--- config.mk ---
export PLATFORM = sky130hd
export DESIGN_NAME = sorted_sparse_term_table_unit
export DESIGN_NICKNAME = d
export VERILOG_FILES = /design/src/sstt_pkg.sv /design/src/sstt_cell.sv /design/src/sorted_sparse_term_table_unit.sv
export SDC_FILE = /design/constraint.sdc
export NUM_CORES = 2
export LEC_CHECK = 0
export ABC_AREA = 0
export BUFFER_PORTS_ARGS = -buffer_cell sky130_fd_sc_hd__buf_4
export CELL_PAD_IN_SITES_DETAIL_PLACEMENT = 1
export CELL_PAD_IN_SITES_GLOBAL_PLACEMENT = 1
export CORE_ASPECT_RATIO = 0.5
export CORE_MARGIN = 2
export CORE_UTILIZATION = 25
export CTS_CLUSTER_DIAMETER = 80
export DETAILED_ROUTE_END_ITERATION = 8
export PLACE_DENSITY_LB_ADDON = 0.1
export SLEW_MARGIN = 30
export SYNTH_ARGS = -nofsm -noshare
export SYNTH_HDL_FRONTEND = slang
export SYNTH_SLANG_ARGS = --single-unit
--- constraint.sdc ---
create_clock -name i_clk -period 5.71 [get_ports i_clk]
set_clock_uncertainty 0.1 [all_clocks]
set_input_delay 0.571 -clock i_clk [delete_from_list [all_inputs] [get_ports i_clk]]
set_output_delay 0.571 -clock i_clk [all_outputs]
set_load 0.05 [all_outputs]
--- src/sstt_pkg.sv ---
`default_nettype none
package sstt_pkg;

    // table geometry
    localparam int MAX_TERMS  = 16;
    localparam int RESULT_CAP = 16;
    localparam int CNT_W      = $clog2(MAX_TERMS + 1);

    // request kinds
    localparam logic [1:0] REQ_SET   = 2'd0;
    localparam logic [1:0] REQ_READ  = 2'd1;
    localparam logic [1:0] REQ_CLEAR = 2'd2;

    // result status codes
    localparam logic [2:0] ST_INSERTED = 3'd0;
    localparam logic [2:0] ST_UPDATED  = 3'd1;
    localparam logic [2:0] ST_FULL     = 3'd2;
    localparam logic [2:0] ST_READ     = 3'd3;
    localparam logic [2:0] ST_CLEARED  = 3'd4;
    localparam logic [2:0] ST_EMPTY    = 3'd5;

    typedef struct packed {
        logic [1:0]         req_type;
        logic signed [31:0] coef_in;
        logic signed [15:0] expo_in;
    } t_req;

    typedef struct packed {
        logic signed [31:0] coef_out;
        logic signed [15:0] expo_out;
        logic [2:0]         status;
        logic [4:0]         term_total;
        logic               last;
    } t_res;

    // one stored term
    typedef struct packed {
        logic signed [31:0] coef;
        logic signed [15:0] expo;
    } t_term;

    // broadcast control from the sequencer to every cell
    typedef struct packed {
        logic               ins_en;
        logic               upd_en;
        logic               rot_en;
        logic signed [31:0] coef;
        logic signed [15:0] key;
    } t_cell_ctl;

endpackage
`default_nettype wire

--- src/sstt_cell.sv ---
`default_nettype none
module sstt_cell (
    input  wire logic               i_clk,
    input  wire sstt_pkg::t_cell_ctl i_ctl,
    input  wire logic               i_occ,
    input  wire logic               i_tail,
    input  wire logic               i_left_gt,
    input  wire sstt_pkg::t_term    i_left_term,
    input  wire sstt_pkg::t_term    i_right_term,
    input  wire sstt_pkg::t_term    i_head_term,
    output logic                    o_gt,
    output logic                    o_eq,
    output sstt_pkg::t_term         o_term
);
    import sstt_pkg::*;

    t_term r_term;

    // compare held term against the incoming key
    assign o_gt   = i_occ && ($signed(r_term.expo) > $signed(i_ctl.key));
    assign o_eq   = i_occ && (r_term.expo == i_ctl.key);
    assign o_term = r_term;

    // insert shifts right, readout rotates left through the occupied cells
    always_ff @(posedge i_clk) begin
        if (i_ctl.upd_en && o_eq) begin
            r_term.coef <= i_ctl.coef;
        end else if (i_ctl.ins_en && !o_gt) begin
            if (i_left_gt) begin
                r_term.coef <= i_ctl.coef;
                r_term.expo <= i_ctl.key;
            end else begin
                r_term <= i_left_term;
            end
        end else if (i_ctl.rot_en) begin
            r_term <= i_tail ? i_head_term : i_right_term;
        end
    end

endmodule
`default_nettype wire

--- src/sorted_sparse_term_table_unit.sv ---
`default_nettype none
// Sorted term table: holds up to 16 (coef, expo) terms in a chain of cells, kept in
// strictly descending exponent order. A set, clear or ignored request gives one result
// (none for request type 3), so such requests stream at one per cycle while the output
// is not stalled. A read request emits one term per cycle from the head cell while the
// occupied cells rotate, pausing while the output stalls (an empty table gives one result);
// requests are stalled until the last term has been moved into the output register.
// Results leave through a single output register, so the request side is also stalled
// while a result waits.
module sorted_sparse_term_table_unit (
    input  wire logic            i_clk,
    input  wire logic            i_rst_n,
    input  wire logic            i_req_valid,
    output logic                 o_req_stall,
    input  wire sstt_pkg::t_req  i_req,
    output logic                 o_res_valid,
    input  wire logic            i_res_stall,
    output sstt_pkg::t_res       o_res
);
    import sstt_pkg::*;

    logic [CNT_W-1:0] r_count, n_count;
    logic             r_rd_busy, n_rd_busy;
    logic [CNT_W-1:0] r_rd_idx, n_rd_idx;
    logic             r_out_valid, n_out_valid;
    t_res             r_out, n_out;

    t_cell_ctl        ctl;
    logic [MAX_TERMS-1:0] gt, eq, occ, tail;
    t_term            terms [MAX_TERMS];

    logic out_free, accept, any_eq, full, rd_emit, rd_step, rd_last, rd_done;

    assign out_free    = !r_out_valid || !i_res_stall;
    assign o_req_stall = r_rd_busy || !out_free;
    assign accept      = i_req_valid && !o_req_stall;
    assign any_eq      = |eq;
    assign full        = (32'(r_count) >= MAX_TERMS);

    // readout step: a capped-off rotation step needs no output slot
    assign rd_emit = r_rd_busy && (32'(r_rd_idx) < RESULT_CAP);
    assign rd_step = r_rd_busy && (out_free || !rd_emit);
    assign rd_done = ({1'b0, r_rd_idx} + 1'b1) == {1'b0, r_count};
    assign rd_last = rd_done || (32'(r_rd_idx) == RESULT_CAP - 1);

    // cell occupancy and ring tail from the fill count
    always_comb begin
        for (int i = 0; i < MAX_TERMS; i++) begin
            occ[i]  = CNT_W'(i) < r_count;
            tail[i] = r_count == CNT_W'(i + 1);
        end
    end

    // broadcast control
    always_comb begin
        ctl.coef   = i_req.coef_in;
        ctl.key    = i_req.expo_in;
        ctl.upd_en = accept && (i_req.req_type == REQ_SET) && any_eq;
        ctl.ins_en = accept && (i_req.req_type == REQ_SET) && !any_eq && !full;
        ctl.rot_en = rd_step;
    end

    // chain of cells
    for (genvar g = 0; g < MAX_TERMS; g++) begin : g_cell
        sstt_cell u_cell (
            .i_clk        (i_clk),
            .i_ctl        (ctl),
            .i_occ        (occ[g]),
            .i_tail       (tail[g]),
            .i_left_gt    ((g == 0) ? 1'b1 : gt[(g + MAX_TERMS - 1) % MAX_TERMS]),
            .i_left_term  (terms[(g + MAX_TERMS - 1) % MAX_TERMS]),
            .i_right_term (terms[(g + 1) % MAX_TERMS]),
            .i_head_term  (terms[0]),
            .o_gt         (gt[g]),
            .o_eq         (eq[g]),
            .o_term       (terms[g])
        );
    end

    // request sequencing and result build
    always_comb begin
        n_count     = r_count;
        n_rd_busy   = r_rd_busy;
        n_rd_idx    = r_rd_idx;
        n_out_valid = r_out_valid && i_res_stall;
        n_out       = r_out;
        if (rd_step) begin
            n_rd_idx = r_rd_idx + 1'b1;
            if (rd_done) begin
                n_rd_busy = 1'b0;
            end
            if (rd_emit) begin
                n_out_valid      = 1'b1;
                n_out.coef_out   = terms[0].coef;
                n_out.expo_out   = terms[0].expo;
                n_out.status     = ST_READ;
                n_out.term_total = 5'(r_count);
                n_out.last       = rd_last;
            end
        end else if (accept) begin
            n_out_valid    = 1'b1;
            n_out.coef_out = '0;
            n_out.expo_out = '0;
            n_out.last     = 1'b1;
            n_out.status   = ST_CLEARED;
            case (i_req.req_type)
                REQ_SET: begin
                    if (any_eq) begin
                        n_out.status = ST_UPDATED;
                    end else if (full) begin
                        n_out.status = ST_FULL;
                    end else begin
                        n_out.status = ST_INSERTED;
                        n_count      = r_count + 1'b1;
                    end
                end
                REQ_READ: begin
                    if (r_count == '0) begin
                        n_out.status = ST_EMPTY;
                    end else begin
                        n_out_valid = r_out_valid && i_res_stall;
                        n_rd_busy   = 1'b1;
                        n_rd_idx    = '0;
                    end
                end
                REQ_CLEAR: begin
                    n_out.status = ST_CLEARED;
                    n_count      = '0;
                end
                default: begin
                    n_out_valid = r_out_valid && i_res_stall;
                end
            endcase
            n_out.term_total = 5'(n_count);
        end
    end

    // control registers
    always_ff @(posedge i_clk) begin
        if (!i_rst_n) begin
            r_count     <= '0;
            r_rd_busy   <= 1'b0;
            r_rd_idx    <= '0;
            r_out_valid <= 1'b0;
        end else begin
            r_count     <= n_count;
            r_rd_busy   <= n_rd_busy;
            r_rd_idx    <= n_rd_idx;
            r_out_valid <= n_out_valid;
        end
    end

    // result payload
    always_ff @(posedge i_clk) begin
        r_out <= n_out;
    end

    assign o_res_valid = r_out_valid;
    assign o_res       = r_out;

endmodule
`default_nettype wire

==> report_table.html <==
<table>
<tr><th>Metric</th><th>Value</th></tr>
<tr><th colspan="2">Run status</th></tr>
<tr><td>Status</td><td>completed</td></tr>
<tr><th colspan="2">Place</th></tr>
<tr><td>Weighted congestion at the end of routability-driven global placement</td><td>about 0.84</td></tr>
<tr><td>Detailed placement HPWL</td><td>168000 um</td></tr>
<tr><td>Port buffer count</td><td>around 110</td></tr>
<tr><th colspan="2">Hold path</th></tr>
<tr><td>Worst Hold Class</td><td>in -&gt; reg</td></tr>
<tr><th colspan="2">Timing</th></tr>
<tr><td>Max Transition Viols Final</td><td>0</td></tr>
<tr><td>Share of the clock period used by the worst path</td><td>between 80 and 90%</td></tr>
<tr><td>Worst Tran Pin Value</td><td>around 1.0 ns</td></tr>
<tr><td>Hold Violations, Final</td><td>0</td></tr>
<tr><td>Highest attainable clock frequency</td><td>~200 MHz</td></tr>
<tr><td>Final setup violation count</td><td>0</td></tr>
<tr><td>Smallest hold slack</td><td>around 0.18 ns</td></tr>
<tr><td>Clock period minus final worst setup slack</td><td>approximately 5 ns</td></tr>
<tr><td>Unrepaired setup endpoints after global routing</td><td>no</td></tr>
<tr><td>Total Negative Setup Slacks</td><td>0 ns</td></tr>
<tr><td>Slew Limit Headroom</td><td>30.5%</td></tr>
<tr><th colspan="2">Synth</th></tr>
<tr><td>Main flop type after synthesis</td><td>edfxtp_1</td></tr>
<tr><td>Area fraction in and, or, nand and nor cells after synthesis</td><td>a little over an eighth</td></tr>
<tr><td>Yosys Warn Count</td><td>0</td></tr>
<tr><td>Count of cell types in the netlist</td><td>95</td></tr>
<tr><td>Main combinational cell family by area after synthesis</td><td>compound AO/OA/AOI/OAI gates</td></tr>
<tr><td>Post-synth EDFFs</td><td>just over 800</td></tr>
<tr><td>Cell type with the highest aggregate area in the netlist</td><td>edfxtp_1</td></tr>
<tr><td>Part of the Yosys area used for sequential elements</td><td>approximately 47%</td></tr>
<tr><td>Yosys top cell area share</td><td>a little under half</td></tr>
<tr><td>Synth Area per Inst</td><td>~10 um2</td></tr>
<tr><td>Fraction of the mapped netlist area in adder cells</td><td>approximately 6.1%</td></tr>
<tr><td>Post-synthesis instance area</td><td>approximately 0.054 mm2</td></tr>
<tr><td>Share of the synthesized area in compound gates (AO/OA/AOI/OAI)</td><td>a little under a fifth</td></tr>
<tr><td>Proportion of synthesized area in mux cells</td><td>approximately a tenth</td></tr>
<tr><td>Seq cells post-synth</td><td>roughly 840</td></tr>
<tr><td>Post-Syn Nets</td><td>roughly 5500</td></tr>
<tr><td>Most common cell in the synthesized netlist</td><td>edfxtp_1</td></tr>
<tr><td>Top cells by instance count after synthesis</td><td>edfxtp_1 (825), nand2_1 (505), a21oi_1 (448), mux2i_1 (448), nor2_1 (431)</td></tr>
<tr><td>Post-synthesis cell count</td><td>5223</td></tr>
<tr><td>Most area-consuming cells after synthesis</td><td>edfxtp_1 (46%), mux2i_1 (8.4%), ha_1 (6.1%)</td></tr>
<tr><td>Share of the synthesized netlist area taken by xor and xnor gates</td><td>less than 1%</td></tr>
<tr><td>Async SR Flop Fraction</td><td>0%</td></tr>
<tr><th colspan="2">Worst setup path</th></tr>
<tr><td>Startpoint-to-endpoint class of the critical path</td><td>reg -&gt; reg</td></tr>
<tr><td>Maximum fanout encountered on the critical timing path</td><td>31</td></tr>
<tr><td>Crit start category</td><td>register</td></tr>
<tr><td>Data required time at the worst endpoint</td><td>roughly 6 ns</td></tr>
<tr><td>Cell class contributing the biggest share of worst-path delay</td><td>simple AND/OR/NAND/NOR gates</td></tr>
<tr><td>Data arrival time of the worst path</td><td>approximately 5.4 ns</td></tr>
<tr><td>Critical path capture point type</td><td>register</td></tr>
<tr><td>Cell type of the slowest stage on the worst timing path</td><td>a222oi_1</td></tr>
<tr><td>Number of buffers and inverters on the critical path</td><td>2</td></tr>
<tr><td>Series of cell instances along the critical path</td><td>nor3_4, nand2_1, a222oi_1, and4_1, and4_1, buf_4, nand3_2, nand2_2, buf_4, o221ai_1</td></tr>
<tr><td>Slowest stage delay, CP</td><td>0.71 ns</td></tr>
<tr><th colspan="2">Global routing</th></tr>
<tr><td>Initial antenna violation count</td><td>6</td></tr>
<tr><td>Total congestion overflow</td><td>0</td></tr>
<tr><td>Global-route wire length before repair</td><td>between 300000 and 400000 um</td></tr>
<tr><td>Maximum number of pins on one net before global-route repair</td><td>59</td></tr>
<tr><td>Vias in the first global route</td><td>between 40000 and 50000</td></tr>
<tr><td>Total GRT Usage</td><td>22.4%</td></tr>
<tr><th colspan="2">Power and ir drop</th></tr>
<tr><td>Total power draw</td><td>15.9 mW</td></tr>
<tr><td>Leakage</td><td>22.9 nW</td></tr>
<tr><td>Largest voltage drop on the vdd net</td><td>228 uV</td></tr>
<tr><td>Power density over cell area</td><td>approximately 260 mW/mm2</td></tr>
<tr><th colspan="2">Route</th></tr>
<tr><td>Per-cell routed wire length</td><td>between 30 and 40 um</td></tr>
<tr><td>Avg Vias per Cell</td><td>between 5 and 6</td></tr>
<tr><td>Vias post-DR</td><td>44591</td></tr>
<tr><td>Initial DRC count</td><td>~3400</td></tr>
<tr><td>Final antenna-violating net count</td><td>0</td></tr>
<tr><td>Number of remaining DRC errors</td><td>0</td></tr>
<tr><td>First drt pass iteration count</td><td>5</td></tr>
<tr><td>Final Routed Wirelength</td><td>between 200000 and 250000 um</td></tr>
<tr><th colspan="2">Floorplan</th></tr>
<tr><td>IO Pins</td><td>around 110</td></tr>
<tr><td>Full die area</td><td>roughly 0.22 mm2</td></tr>
<tr><td>Core box area</td><td>0.214 mm2</td></tr>
<tr><td>Initial standard-cell utilization of the core</td><td>around a quarter</td></tr>
<tr><td>Die Y-Extent</td><td>331 um</td></tr>
<tr><td>Number of placement rows</td><td>120</td></tr>
<tr><td>Die X-Extent</td><td>about 660 um</td></tr>
<tr><th colspan="2">Clocking</th></tr>
<tr><td>Number of buffers on the longest clock path</td><td>3</td></tr>
<tr><td>CTS tree</td><td>yes</td></tr>
<tr><td>PostCTS Resize Cnt</td><td>0</td></tr>
<tr><td>CTS root buf</td><td>clkbuf_16</td></tr>
<tr><td>Source-to-sink clock delay at the later pin of the worst-skew pair</td><td>about 0.75 ns</td></tr>
<tr><td>Number of setup buffers added after CTS</td><td>0</td></tr>
<tr><td>Clock input transition at the sequential cells of the worst setup and hold paths</td><td>~0.070 ns</td></tr>
<tr><td>Clk sinks</td><td>between 800 and 900</td></tr>
<tr><td>Number of levels the H-tree was split into</td><td>3</td></tr>
<tr><td>Total clock buffers created by CTS</td><td>98</td></tr>
<tr><th colspan="2">Cells and area</th></tr>
<tr><td>FILL cells</td><td>roughly 24000</td></tr>
<tr><td>Share of layout cells above drive strength 1</td><td>14.8%</td></tr>
<tr><td>Area growth syn-to-layout</td><td>15.7%</td></tr>
<tr><td>Count of nets after finishing</td><td>about 5500</td></tr>
<tr><th colspan="2">Run</th></tr>
<tr><td>Count of max-cap constraint violations</td><td>0</td></tr>
</table>
[cell families after synthesis]
kind of cell | count (synthesis)
xor+xnor | 5
fa+ha+maj | 261
mux | 533
compound gates | 1468
buf+inv | 607
simple gates | 1512
flops | 837
[tightest hold or removal path, stage by stage]
cell      delay [ns]
buf_4           0.19
nand2_1         0.07
o221ai_1        0.07
[power by group]
part	internal, mW	switching [mW]
sequential	7.08	0.213
combinational	0.662	1.27
clock	3.57	3.07
total	11.3	4.56
[cell type report]
cell class,instances,area (um2),share of cell area [%]
flip-flops and latches,837,25000,40.4
repair buffers,345,3030,4.89
multi-input cells,3779,26700,43.1
diodes,1,2.50,0.00404
clock buffers,118,2560,4.13
inverters,119,447,0.721
clock inverters,64,604,0.975
well taps,2867,3590,5.79
[worst paths after layout]
kind | endpoint | from | slack (ns) | cells past startpoint
max | g_cell[7].u_cell.o_term[30]$_DFFE_PP_ | r_count[3]$_SDFFE_PN0P_ | 0.71 | 10
max reg2reg | g_cell[7].u_cell.o_term[30]$_DFFE_PP_ | r_count[3]$_SDFFE_PN0P_ | 0.71 | 10
min | g_cell[7].u_cell.o_term[21]$_DFFE_PP_ | i_req[21] | 0.18 | 3
min reg2reg | r_rd_idx[2]$_SDFFE_PN0P_ | r_rd_idx[2]$_SDFFE_PN0P_ | 0.45 | 2
[what timing repair did]
item | CTS | global route
endpoints found under the setup margin | 0 | 0
hold endpoints to repair | 3 | 0
hold buffers | 2 | 0
[placed cells by master, fill, tap and decap left out, types with 24 or more instances in the layout]
cell type  instances
a211oi_1         197
a21o_1            27
a21oi_1          445
a221o_1           96
a2bb2oi_1         64
a31oi_1           29
and2_1            66
and3_1            24
buf_12            28
buf_4            308
clkbuf_16         99
clkinv_1          29
edfxtp_1         825
ha_1             261
inv_1            117
mux2_2            56
mux2_4            29
mux2i_1          446
nand2_1          495
nand2b_1          27
nand3_1           70
nand4_1           59
nor2_1           426
nor2b_1          108
nor3_1            46
o211a_1           34
o211ai_1          83
o21ai_0          164
o221a_2           67
o221ai_1          32
o22ai_1          128
or2_2             38
or3_1             43
[per-stage QoR]
stage	std cells	worst slack [ns]	utilization, %	instance area [um2]
floorplan	5223	0.00806	-	53600
global placement	7935	0.247	27.4	58600
detailed placement	7944	0.234	27.5	58700
CTS	8128	0.687	29.0	61900
global route	8129	0.597	29.0	62000
finish	8130	0.708	29.0	62000
[flip-flops by register name, indices dropped and copies added (netlist names)]
name and cells:
g_cell.u_cell.o_term 768, o_res 57, o_res_valid 1, r_count 5
r_rd_busy 1, r_rd_idx 5
[layer usage]
layer | up-vias | routed length (um) | track usage [%]
met4 | 0 | 6720 | 5.71
li1 | 19790 | - | -
met1 | 23377 | 123000 | 33.1
met5 | - | 0 | 0
met2 | 1124 | 110000 | 34.7
met3 | 300 | 10200 | 2.31
No activity file was read; power rests on OpenSTA's default activity.
